## src/design/hpsu_pkg.sv

```systemverilog
// ----------------------------------------------------------------------------
// hpsu_pkg: shared types and constants of the hex PDU septet unpacker
// Holds the character decode rule, the queue command format and defaults.
// ----------------------------------------------------------------------------
package hpsu_pkg;

  localparam int unsigned QUEUE_DEPTH_DEFAULT = 4;

  localparam logic [7:0] CHAR_NINE    = 8'd57;
  localparam logic [7:0] ALPHA_OFFSET = 8'd55;
  localparam logic [7:0] DIGIT_OFFSET = 8'd48;
  localparam logic [6:0] SEPT_MASK    = 7'd127;

  // One octet of user data on its way from the front to the back.
  typedef struct packed {
    logic [7:0] octet;   // decoded octet
    logic [2:0] shift;   // buffered bits ahead of this octet (septet mode)
    logic       binary;  // octet mode for this field
    logic [1:0] cnt;     // results this octet produces (1 or 2)
    logic       last;    // final result of the field is among them
  } cmd_t;

  // Maps a hex character to its digit value; non-hex input follows the same rule.
  function automatic logic [7:0] digit_value(input logic [7:0] c);
    logic [7:0] v;
    if (c > CHAR_NINE) begin
      v = c - ALPHA_OFFSET;
    end else begin
      v = c - DIGIT_OFFSET;
    end
    return v;
  endfunction

endpackage

```

## src/design/hpsu_front.sv

```systemverilog
// ----------------------------------------------------------------------------
// hpsu_front: character intake and field tracking
// Pairs hex digits into octets, takes the length octet and counts results.
// ----------------------------------------------------------------------------
module hpsu_front (
  input  logic          clk,
  input  logic          rst,
  input  logic          char_valid,
  output logic          char_ready,
  input  logic [7:0]    hex_char,
  input  logic          start_req,
  input  logic          binary_mode,
  output logic          cmd_valid,
  output hpsu_pkg::cmd_t cmd,
  input  logic          cmd_ready
);
  import hpsu_pkg::*;

  logic       nibble_phase, nibble_phase_next;
  logic [3:0] high_nibble, high_nibble_next;
  logic       header_done, header_done_next;
  logic       active, active_next;
  logic [7:0] remaining, remaining_next;
  logic [2:0] bit_count, bit_count_next;
  logic       mode_bit, mode_bit_next;

  logic       accept;
  logic       s_phase, s_hdr, s_active, s_mode;
  logic [7:0] s_rem;
  logic [2:0] s_bc;
  logic [7:0] dv, octet;
  logic [3:0] bc8;
  logic       two;
  logic [7:0] rem_dec;

  assign char_ready = cmd_ready;
  assign accept     = char_valid && char_ready;

  always_comb begin
    // A start clears the field state before the character is used.
    s_active = start_req ? 1'b1 : active;
    s_phase  = start_req ? 1'b0 : nibble_phase;
    s_hdr    = start_req ? 1'b0 : header_done;
    s_mode   = start_req ? binary_mode : mode_bit;
    s_rem    = start_req ? 8'd0 : remaining;
    s_bc     = start_req ? 3'd0 : bit_count;

    dv    = digit_value(hex_char);
    octet = {high_nibble, 4'b0000} + dv;

    bc8     = {1'b0, s_bc} + 4'd8;
    two     = !s_mode && (bc8 >= 4'd14) && (s_rem >= 8'd2);
    rem_dec = s_rem - (two ? 8'd2 : 8'd1);

    nibble_phase_next = s_phase;
    high_nibble_next  = high_nibble;
    header_done_next  = s_hdr;
    active_next       = s_active;
    remaining_next    = s_rem;
    bit_count_next    = s_bc;
    mode_bit_next     = s_mode;

    cmd_valid  = 1'b0;
    cmd.octet  = octet;
    cmd.shift  = s_bc;
    cmd.binary = s_mode;
    cmd.cnt    = two ? 2'd2 : 2'd1;
    cmd.last   = (rem_dec == 8'd0);

    if (s_active) begin
      if (!s_phase) begin
        high_nibble_next  = dv[3:0];
        nibble_phase_next = 1'b1;
      end else begin
        nibble_phase_next = 1'b0;
        if (!s_hdr) begin
          header_done_next = 1'b1;
          remaining_next   = octet;
          active_next      = (octet != 8'd0);
        end else begin
          cmd_valid      = accept;
          remaining_next = rem_dec;
          active_next    = (rem_dec != 8'd0);
          if (!s_mode) begin
            bit_count_next = two ? 3'((bc8 - 4'd14)) : 3'((bc8 - 4'd7));
          end
        end
      end
    end
  end

  always_ff @(posedge clk) begin
    if (rst) begin
      nibble_phase <= 1'b0;
      header_done  <= 1'b0;
      active       <= 1'b0;
      remaining    <= 8'd0;
      bit_count    <= 3'd0;
      mode_bit     <= 1'b0;
    end else if (accept) begin
      nibble_phase <= nibble_phase_next;
      header_done  <= header_done_next;
      active       <= active_next;
      remaining    <= remaining_next;
      bit_count    <= bit_count_next;
      mode_bit     <= mode_bit_next;
    end
  end

  always_ff @(posedge clk) begin
    if (accept) begin
      high_nibble <= high_nibble_next;
    end
  end

endmodule

```

## src/design/hpsu_queue.sv

```systemverilog
// ----------------------------------------------------------------------------
// hpsu_queue: short command queue between front and back
// Register-based FIFO; the head entry is presented without a bubble.
// ----------------------------------------------------------------------------
module hpsu_queue #(
  parameter int unsigned DEPTH = hpsu_pkg::QUEUE_DEPTH_DEFAULT
) (
  input  logic           clk,
  input  logic           rst,
  input  logic           push_valid,
  output logic           push_ready,
  input  hpsu_pkg::cmd_t push_cmd,
  output logic           head_valid,
  output hpsu_pkg::cmd_t head_cmd,
  input  logic           pop
);
  import hpsu_pkg::*;

  localparam int unsigned PW = $clog2(DEPTH);
  localparam int unsigned CW = $clog2(DEPTH + 1);
  localparam logic [PW-1:0] LAST_SLOT = PW'(DEPTH - 1);

  cmd_t          entries [DEPTH];
  logic [PW-1:0] wr_ptr, rd_ptr;
  logic [CW-1:0] count;
  logic          do_push, do_pop;

  assign push_ready = (count != CW'(DEPTH));
  assign head_valid = (count != '0);
  assign head_cmd   = entries[rd_ptr];
  assign do_push    = push_valid && push_ready;
  assign do_pop     = pop && head_valid;

  always_ff @(posedge clk) begin
    if (rst) begin
      wr_ptr <= '0;
      rd_ptr <= '0;
      count  <= '0;
    end else begin
      if (do_push) begin
        wr_ptr <= (wr_ptr == LAST_SLOT) ? '0 : wr_ptr + PW'(1);
      end
      if (do_pop) begin
        rd_ptr <= (rd_ptr == LAST_SLOT) ? '0 : rd_ptr + PW'(1);
      end
      if (do_push && !do_pop) begin
        count <= count + CW'(1);
      end else if (do_pop && !do_push) begin
        count <= count - CW'(1);
      end
    end
  end

  always_ff @(posedge clk) begin
    if (do_push) begin
      entries[wr_ptr] <= push_cmd;
    end
  end

endmodule

```

## src/design/hpsu_back.sv

```systemverilog
// ----------------------------------------------------------------------------
// hpsu_back: septet extraction and result register
// Merges each octet into the bit buffer and emits one or two results.
// ----------------------------------------------------------------------------
module hpsu_back (
  input  logic           clk,
  input  logic           rst,
  input  logic           head_valid,
  input  hpsu_pkg::cmd_t head_cmd,
  output logic           pop,
  output logic           res_valid,
  input  logic           res_ready,
  output logic [7:0]     data,
  output logic           last
);
  import hpsu_pkg::*;

  logic [14:0] bit_buffer;
  logic        sel;
  logic        load, fire, is_final;
  logic [14:0] keep_mask, merged;
  logic [7:0]  result;

  assign load      = !res_valid || res_ready;
  assign fire      = head_valid && load;
  assign is_final  = sel || (head_cmd.cnt == 2'd1);
  assign pop       = fire && is_final;

  // Only the bits below the shift are live; older leftovers are dropped.
  assign keep_mask = (15'd1 << head_cmd.shift) - 15'd1;
  assign merged    = (bit_buffer & keep_mask) | (15'(head_cmd.octet) << head_cmd.shift);

  always_comb begin
    if (head_cmd.binary) begin
      result = head_cmd.octet;
    end else if (sel) begin
      result = {1'b0, merged[13:7] & SEPT_MASK};
    end else begin
      result = {1'b0, merged[6:0] & SEPT_MASK};
    end
  end

  always_ff @(posedge clk) begin
    if (rst) begin
      res_valid <= 1'b0;
      sel       <= 1'b0;
    end else begin
      if (load) begin
        res_valid <= head_valid;
      end
      if (fire) begin
        sel <= !is_final;
      end
    end
  end

  always_ff @(posedge clk) begin
    if (fire) begin
      data <= result;
      last <= head_cmd.last && is_final;
    end
    if (pop && !head_cmd.binary) begin
      bit_buffer <= (head_cmd.cnt == 2'd2) ? (merged >> 14) : (merged >> 7);
    end
  end

`ifndef SYNTHESIS
  a_cnt_nonzero: assert property (@(posedge clk) disable iff (rst)
    head_valid |-> (head_cmd.cnt == 2'd1 || head_cmd.cnt == 2'd2))
    else $error("queued octet carries no result");
  a_second_half: assert property (@(posedge clk) disable iff (rst)
    sel |-> (head_valid && head_cmd.cnt == 2'd2))
    else $error("second result pending without a two-result octet");
  a_septet_range: assert property (@(posedge clk) disable iff (rst)
    (fire && !head_cmd.binary) |=> !data[7])
    else $error("septet result exceeds seven bits");
`endif

endmodule

```

## src/design/hex_pdu_septet_unpacker_core.sv

```systemverilog
// ----------------------------------------------------------------------------
// hex_pdu_septet_unpacker_core: hex-text SMS user-data unpacker
// Decodes hex characters into octets and emits septets or raw octets.
// ----------------------------------------------------------------------------
// Results: a result is registered on data/last once the low digit that completes
//   its octet has passed through the queue; a second septet of that octet follows.
// Throughput: one character per cycle while the queue has room; an octet needs two
//   characters and yields at most two results, so the result register keeps up.
// Reset (rst, synchronous): the block is idle until a character with start_req,
//   the queue is empty and no result is pending.
module hex_pdu_septet_unpacker_core #(
  parameter int unsigned QUEUE_DEPTH = hpsu_pkg::QUEUE_DEPTH_DEFAULT
) (
  input  logic       clk,
  input  logic       rst,
  input  logic       char_valid,
  output logic       char_ready,
  input  logic [7:0] hex_char,
  input  logic       start_req,
  input  logic       binary_mode,
  output logic       res_valid,
  input  logic       res_ready,
  output logic [7:0] data,
  output logic       last
);
  import hpsu_pkg::*;

  // The front accepts a character in every cycle in which the queue has room.
  // It tracks the digit phase, the length octet, the remaining result count
  // and the septet bit count, and hands each data octet to the queue as a
  // command that already says how many results it yields and whether the
  // field ends with it.
  logic cmd_valid, cmd_ready;
  cmd_t cmd;

  // The back holds the septet bit buffer and the result register. It removes
  // a command from the queue once its last result has gone into the register.
  logic head_valid, pop;
  cmd_t head_cmd;

  hpsu_front u_front (
    .clk         (clk),
    .rst         (rst),
    .char_valid  (char_valid),
    .char_ready  (char_ready),
    .hex_char    (hex_char),
    .start_req   (start_req),
    .binary_mode (binary_mode),
    .cmd_valid   (cmd_valid),
    .cmd         (cmd),
    .cmd_ready   (cmd_ready)
  );

  hpsu_queue #(
    .DEPTH (QUEUE_DEPTH)
  ) u_queue (
    .clk        (clk),
    .rst        (rst),
    .push_valid (cmd_valid),
    .push_ready (cmd_ready),
    .push_cmd   (cmd),
    .head_valid (head_valid),
    .head_cmd   (head_cmd),
    .pop        (pop)
  );

  hpsu_back u_back (
    .clk        (clk),
    .rst        (rst),
    .head_valid (head_valid),
    .head_cmd   (head_cmd),
    .pop        (pop),
    .res_valid  (res_valid),
    .res_ready  (res_ready),
    .data       (data),
    .last       (last)
  );

endmodule

```

## config.mk

```make
export PLATFORM = sky130hd
export DESIGN_NAME = hex_pdu_septet_unpacker_core
export DESIGN_NICKNAME = d
export VERILOG_FILES = /design/src/design/hpsu_pkg.sv /design/src/design/hpsu_front.sv /design/src/design/hpsu_queue.sv /design/src/design/hpsu_back.sv /design/src/design/hex_pdu_septet_unpacker_core.sv
export SDC_FILE = /design/constraint.sdc
export NUM_CORES = 1
export LEC_CHECK = 0
export ABC_AREA = 0
export BUFFER_PORTS_ARGS = -buffer_cell sky130_fd_sc_hd__buf_4
export CAP_MARGIN = 15
export CORE_MARGIN = 1.5
export CORE_UTILIZATION = 41
export DETAILED_ROUTE_END_ITERATION = 8
export PLACE_DENSITY = 0.61
export SYNTH_ARGS = -nofsm -noshare
export SYNTH_HDL_FRONTEND = slang
export SYNTH_SLANG_ARGS = --single-unit
export TNS_END_PERCENT = 10
```

## constraint.sdc

```tcl
create_clock -name clk -period 11.35 [get_ports clk]
set_clock_uncertainty 0.15 [all_clocks]
set_input_delay 1.7025 -clock clk [delete_from_list [all_inputs] [get_ports clk]]
set_output_delay 1.7025 -clock clk [all_outputs]
set_load 0.005 [all_outputs]
```

==> results of run 1 <==
-- power groups by stage --
stage               registers [mW]  clock network (mW)  logic (mW)
finish                       0.425               0.325      0.0497
global placement             0.433                   0      0.0486
detailed placement           0.433                   0      0.0496
global route                 0.425               0.346      0.0554
floorplan                    0.432                   0      0.0330
CTS                          0.425               0.332      0.0498
-- cells by family after synthesis --
family,Yosys count
xor gates and xnor gates,15
and+or+nand+nor,141
muxes,41
buffers and inverters,43
adders and majority gates,22
AOI/OAI and AO/OA,100
DFF,106
-- worst paths after layout --
kind | from | endpoint | slack [ns] | depth (start not counted)
min | u_front.remaining[0] | u_front.remaining[0] | 0.32 | 2
max | start_req | u_queue.entries[2][0] | 6.22 | 13
max reg2reg | register | u_back.data[4] | 7.33 | 8
min reg2reg | u_front.remaining[0] | u_front.remaining[0] | 0.32 | 2
-- routing by layer --
layer | track usage | routed length (um) | share of wire
met1 | 0.199 | 4910 | 0.44
met3 | 0.0383 | 403 | 0.036
met4 | 0.0527 | 209 | 0.019
met5 | 0 | 0 | 0
met2 | 0.282 | 5610 | 0.50
-- layout make-up --
cell class | instances | area [sq um] | share of cell area
multi-input combinational | 319 | 2400 | 0.392
clock buffer | 11 | 233 | 0.0380
inverter | 19 | 71.3 | 0.0117
tap | 176 | 220 | 0.0360
sequential | 106 | 2920 | 0.478
timing repair buffer | 26 | 195 | 0.0319
clock inverter | 5 | 80.1 | 0.0131
-- flip-flops by register name, summed over array words and instances, names as in the netlist, 2 cells and up, named ones only --
name	count
u_front.high_nibble	4
u_queue.wr_ptr	2
u_front.remaining	8
u_back.data	8
u_front.bit_count	3
u_queue.entries	60
u_back.bit_buffer	7
u_queue.count	3
u_queue.rd_ptr	2
-- cell usage in the layout, fill, tap and decap left out, types with 5 or more instances in the layout --
| cell | count |
|---|---|
| sky130_fd_sc_hd__a211oi_1 | 7 |
| sky130_fd_sc_hd__a21oi_1 | 34 |
| sky130_fd_sc_hd__and2_1 | 5 |
| sky130_fd_sc_hd__and3_1 | 7 |
| sky130_fd_sc_hd__buf_4 | 26 |
| sky130_fd_sc_hd__clkbuf_16 | 9 |
| sky130_fd_sc_hd__dfxtp_1 | 26 |
| sky130_fd_sc_hd__edfxtp_1 | 80 |
| sky130_fd_sc_hd__ha_1 | 19 |
| sky130_fd_sc_hd__inv_1 | 19 |
| sky130_fd_sc_hd__mux2i_1 | 22 |
| sky130_fd_sc_hd__mux4_1 | 12 |
| sky130_fd_sc_hd__nand2_1 | 40 |
| sky130_fd_sc_hd__nand2b_1 | 5 |
| sky130_fd_sc_hd__nand3_1 | 5 |
| sky130_fd_sc_hd__nor2_1 | 33 |
| sky130_fd_sc_hd__nor2b_1 | 12 |
| sky130_fd_sc_hd__nor3_1 | 12 |
| sky130_fd_sc_hd__o211ai_1 | 5 |
| sky130_fd_sc_hd__o21ai_0 | 22 |
| sky130_fd_sc_hd__xnor2_1 | 8 |
| sky130_fd_sc_hd__xor2_1 | 7 |
-- stage by stage --
stage | util | setup slack [ns]
final | 0.464 | 6.22
after floorplan | - | 6.20
after global routing | 0.464 | 5.87
after global placement | 0.440 | 6.12
after CTS | 0.463 | 6.29
after detailed placement | 0.440 | 5.92
-- tightest hold or removal path: stages, from the launching register on --
cell and delay, ns:
sky130_fd_sc_hd__dfxtp_1 0.31, sky130_fd_sc_hd__nand2_1 0.05, sky130_fd_sc_hd__a21oi_1 0.06
==> impl_metrics.yaml, run 1 <==
sta:
  max-slew-margin-rel: 0.372
  achievable-frequency_mhz: 195
  fin_crit_ns: 5.13
  slew_viol_final: 0
  period_share: 0.452
  worst_hold_slack_ns: 0.317
  finalHoldViolCount: 0
  fin_setup_tns_ns: 0
  tightest_slew_ns: 0.940
  setup_repair_after_global_routing_missed_its_margin: "false"
  total_of_endpoints_with_negative_setup_slack_in_the_final_report: 0
power:
  netSwitchingFraction: 0.207
  vdd.ir_drop.worst_uv: 66.6
  power.density_mw_per_mm2: 131
  clock_power_share: 0.406
  power.share.sequential: 0.531
  design_power_total_uw: 799
  internal_power_consumption_uw: 634
  p_leak_nw: 2.18
  p_comb_frac: 0.062
  p_sw_uw: 166
clocking:
  post_cts_hold_buffer_count: 0
  h_tree_depth: 3
  numCtsBuffers: 9
  cts.reportedPaths.clkPinSlew_ns: 0.06
  cts.root.buffer_cell: "sky130_fd_sc_hd__clkbuf_16"
  sink_count_of_the_clock_tree: 106
  worst_skew_pair.late_latency_ns: 0.35
  post_cts.resized_instances: 0
  cts_setup_buffers: 0
  cts_buffer_depth: 2
  tritoncts: "yes"
route:
  postRouteWirelength_um: 11100
  via_density_per_instance: 5.52
  vias: 3657
  first_iter_violations: 257
  drt_drc_violations_left: 0
  detail-route-antenna-nets: 0
  wire_per_inst_um: 16.8
  firstDrtPassIters: 4
worst_setup_path:
  cp_data_required_time_ns: 11.33
  timing.critical_path.to_type: "register"
  critical_path.n_buffers_inverters: 1
  critPathLaunchType: "input port"
  cp_slowest_stage_delay_ns: 0.56
  critical-path-top-cell-by-count: "sky130_fd_sc_hd__nand2_1"
  worst_path_dominant_cell_family: "simple AND/OR/NAND/NOR gates"
  worstPathArrival_ns: 5.11
  timing.critical_path.cells: "buf_4, nor2_1, ha_1, nand2b_1, a21oi_1, nand2_1, ha_1, fa_1, nand2_1, o311a_1, nand2_1, or3_1, a21oi_1"
  crit_path_max_fanout: 24
  crit_type: "in -> reg"
  critical-path-slowest-cell: "sky130_fd_sc_hd__fa_1"
logic_synthesis:
  synth-edff-count: 80
  synth_top_family_by_area: "simple AND/OR/NAND/NOR gates"
  synthesis.nets: 504
  synth_xor_xnor_area_share: 0.0238
  synth_mux_area_frac: 0.117
  synth_area_leaders: "sky130_fd_sc_hd__edfxtp_1 (43%), sky130_fd_sc_hd__dfxtp_1 (9.4%), sky130_fd_sc_hd__mux4_1 (5.7%)"
  synth-adder-area-share: 0.0539
  postSynthCellCount: 468
  most_frequently_used_cell_type_in_the_post_synthesis_netlist: "sky130_fd_sc_hd__edfxtp_1"
  yosys_most_used_dff: "sky130_fd_sc_hd__edfxtp_1"
  post_synth_and_or_nand_nor_area_fraction: 0.127
  post_synth.cell_area_avg_sq_um: 11.8
  yosys_warnings: 0
  synth.cell_area_sq_mm: 0.00553
  yosysTopAreaCell: "sky130_fd_sc_hd__edfxtp_1"
  post-synth-top-area-fraction: 0.435
  synth-seq-area-share: 0.529
  ys_async_sr_fraction: 0
  synth_compound_area_frac: 0.113
  synth_seq_cells: 106
  yosysUniqueCellTypes: 58
  list_of_most_frequent_post_synthesis_cells: "sky130_fd_sc_hd__edfxtp_1 (80), sky130_fd_sc_hd__nand2_1 (40), sky130_fd_sc_hd__a21oi_1 (34)"
placed_design:
  placement.cell_area_sq_mm: 0.00580
  gp_congestion: 0.857
  post_detail_place_hpwl_um: 7790
  io_buffers: 24
  dpl.cell_count: 645
layout:
  antenna_cells: 0
  final_cells: 662
  finish.net_count: 517
  nFillCells: 1206
  post-route-cell-area_sq_mm: 0.00612
  area.growth.synth_to_final_pct: 10.8
  final_layout_size_suffix_gt1_frac: 0.107
global_routing:
  grtUsageTotal: 0.162
  antenna_violations_before_repair: 0
  first_global_vias: 3433
  grt.overflow.total: 0
  grt_pass1_wl_um: 17800
  grt_max_degree: 27
floorplanning:
  die-height_um: 119
  placeableCoreArea_sq_mm: 0.0132
  initial_core_util: 0.419
  die_width_um: 119
  standard_cell_rows: 42
  fp.dieArea_sq_mm: 0.0142
  ios: 25
flow_run:
  drv_cap: 0
outcome:
  run_status: "complete, no violations"
hold_path:
  hold_path.class: "reg -> reg"
(Power assumes the default switching activity.)
==> inputs of run 2 (changes only) <==
Clock period 11.35 ns to 5 ns, I/O delays scaled along.
==> impl_metrics.yaml, run 2 (same netlist as run 1, synthesis figures left out) <==
outcome:
  run_status: "complete, no violations"
clocking:
  cts_buffer_depth: 2
  numCtsBuffers: 9
  cts.root.buffer_cell: "sky130_fd_sc_hd__clkbuf_16"
  cts_setup_buffers: 0
  post_cts.resized_instances: 0
  sink_count_of_the_clock_tree: 106
  post_cts_hold_buffer_count: 0
  h_tree_depth: 3
  cts.reportedPaths.clkPinSlew_ns: 0.07
  tritoncts: "yes"
  worst_skew_pair.late_latency_ns: 0.35
worst_setup_path:
  crit_type: "in -> reg"
  reg_to_reg_startpoint: "u_front.bit_count[1]"
  crit_path_max_fanout: 24
  cp-startpoint: "start_req"
  timing.critical_path.to_type: "register"
  critPathLaunchType: "input port"
  worstPathArrival_ns: 4.11
  cp_data_required_time_ns: 4.98
layout:
  post-route-cell-area_sq_mm: 0.00613
  nFillCells: 1197
  multi_input_gate_area_sq_mm: 0.00240
  largestRegisters: "u_queue.entries (60), u_back.data (8), u_front.remaining (8)"
  most_flops_register: "u_queue.entries"
  antenna_cells: 0
  sequential_cell_area_sq_mm: 0.00292
  final_cells: 665
  most-common-layout-cells: "sky130_fd_sc_hd__edfxtp_1 (80), sky130_fd_sc_hd__nand2_1 (40), sky130_fd_sc_hd__a21oi_1 (34), sky130_fd_sc_hd__nor2_1 (33), sky130_fd_sc_hd__buf_4 (29)"
  finish.net_count: 520
  postLayoutCoreUtil: 0.465
  final_layout_size_suffix_gt1_frac: 0.115
  area.growth.synth_to_final_pct: 10.9
  layout.cells.most_common: "sky130_fd_sc_hd__edfxtp_1"
  largest_register_ff_count: 60
global_routing:
  grt_max_degree: 27
  antenna_violations_before_repair: 0
  grt.overflow.total: 0
  grt_pass1_wl_um: 18100
  grtUsageTotal: 0.165
  first_global_vias: 3567
placed_design:
  post_detail_place_hpwl_um: 7900
  io_buffers: 24
  gp_congestion: 0.859
  dpl_worst_slack_ns: 0.551
  placement.cell_area_sq_mm: 0.00583
  dpl.cell_count: 649
sta:
  total_of_endpoints_with_negative_setup_slack_in_the_final_report: 0
  worst_hold_slack_ns: 0.317
  setup_repair_after_global_routing_missed_its_margin: "false"
  post-route-worst-setup-slack_ns: 0.869
  achievable-frequency_mhz: 242
  finalHoldViolCount: 0
  fin_setup_tns_ns: 0
  fin_crit_ns: 4.13
  max-slew-margin-rel: 0.441
  tightest_slew_ns: 0.830
  slew_viol_final: 0
  period_share: 0.826
power:
  p_sw_uw: 385
  p_comb_frac: 0.065
  vdd.ir_drop.worst_uv: 141
  p_leak_nw: 2.19
  clock_power_share: 0.393
  netSwitchingFraction: 0.217
  design_power_total_mw: 1.78
  internal_power_consumption_mw: 1.39
  power.share.sequential: 0.542
  power.density_mw_per_mm2: 290
route:
  detailroute.wirelength.met3_um: 456
  detail-route-antenna-nets: 0
  vias: 3663
  met1Wirelength_um: 4800
  postRouteWirelength_um: 11100
  first_iter_violations: 250
  wl_met2_um: 5670
  top_layer: "met4"
  via_density_per_instance: 5.51
  wire_per_inst_um: 16.7
  drt_drc_violations_left: 0
  firstDrtPassIters: 4
hold_path:
  hold_path.class: "reg -> reg"
  hold_path.startpoint: "u_front.remaining[0]"
floorplanning:
  fp.dieArea_sq_mm: 0.0142
  die-height_um: 119
  standard_cell_rows: 42
  ios: 25
  initial_core_util: 0.419
  die_width_um: 119
  placeableCoreArea_sq_mm: 0.0132
flow_run:
  drv_cap: 0
run 2: cell count changes in the layout (fill, tap and decap cells not counted), sizes merged:
cell    change
buf         +3
bufinv      -1
inv         +1
run 2: area by class of cell:
cell class / instances / share of cell area
well taps: 176 / 0.0359
clock buffers: 11 / 0.0380
clock inverters: 5 / 0.0104
multi-input cells: 319 / 0.391
flip-flops and latches: 106 / 0.477
repair buffers: 29 / 0.0355
inverters: 19 / 0.0116
run 2: worst max-delay path, stage by stage:
cell and delay [ns]:
sky130_fd_sc_hd__buf_4 0.19, sky130_fd_sc_hd__nor2b_1 0.36, sky130_fd_sc_hd__ha_1 0.22, sky130_fd_sc_hd__nand2b_1 0.06
sky130_fd_sc_hd__a21oi_1 0.39, sky130_fd_sc_hd__nand2_1 0.25, sky130_fd_sc_hd__ha_1 0.30, sky130_fd_sc_hd__fa_1 0.56
sky130_fd_sc_hd__nand2_1 0.14, sky130_fd_sc_hd__o311a_1 0.21, sky130_fd_sc_hd__nand2_1 0.06, sky130_fd_sc_hd__or3_1 0.33
sky130_fd_sc_hd__a21oi_1 0.30
run 2: final timing paths:
| path | slack (ns) | end | depth (start not counted) |
|---|---|---|---|
| setup / recovery | 0.87 | u_queue.entries[0][0] | 13 |
| hold / removal | 0.32 | u_front.remaining[0] | 2 |
| setup reg to reg | 1.12 | u_queue.entries[0][0] | 13 |
| hold reg to reg | 0.32 | u_front.remaining[0] | 2 |
run 2: power by group through the flow:
stage | Clock, mW | Combinational [mW] | Sequential, mW
5_1_grt | 0.740 | 0.127 | 0.964
3_3_place_gp | 0 | 0.110 | 0.983
4_1_cts | 0.714 | 0.115 | 0.964
3_5_place_dp | 0 | 0.114 | 0.983
2_1_floorplan | 0 | 0.0749 | 0.982
6_report | 0.698 | 0.115 | 0.964
run 2: routing by layer:
metal	vias to the layer above	track usage
li1	1778	-
met1	1797	0.205
met2	78	0.283
met3	10	0.0407
met4	0	0.0505
met5	-	0
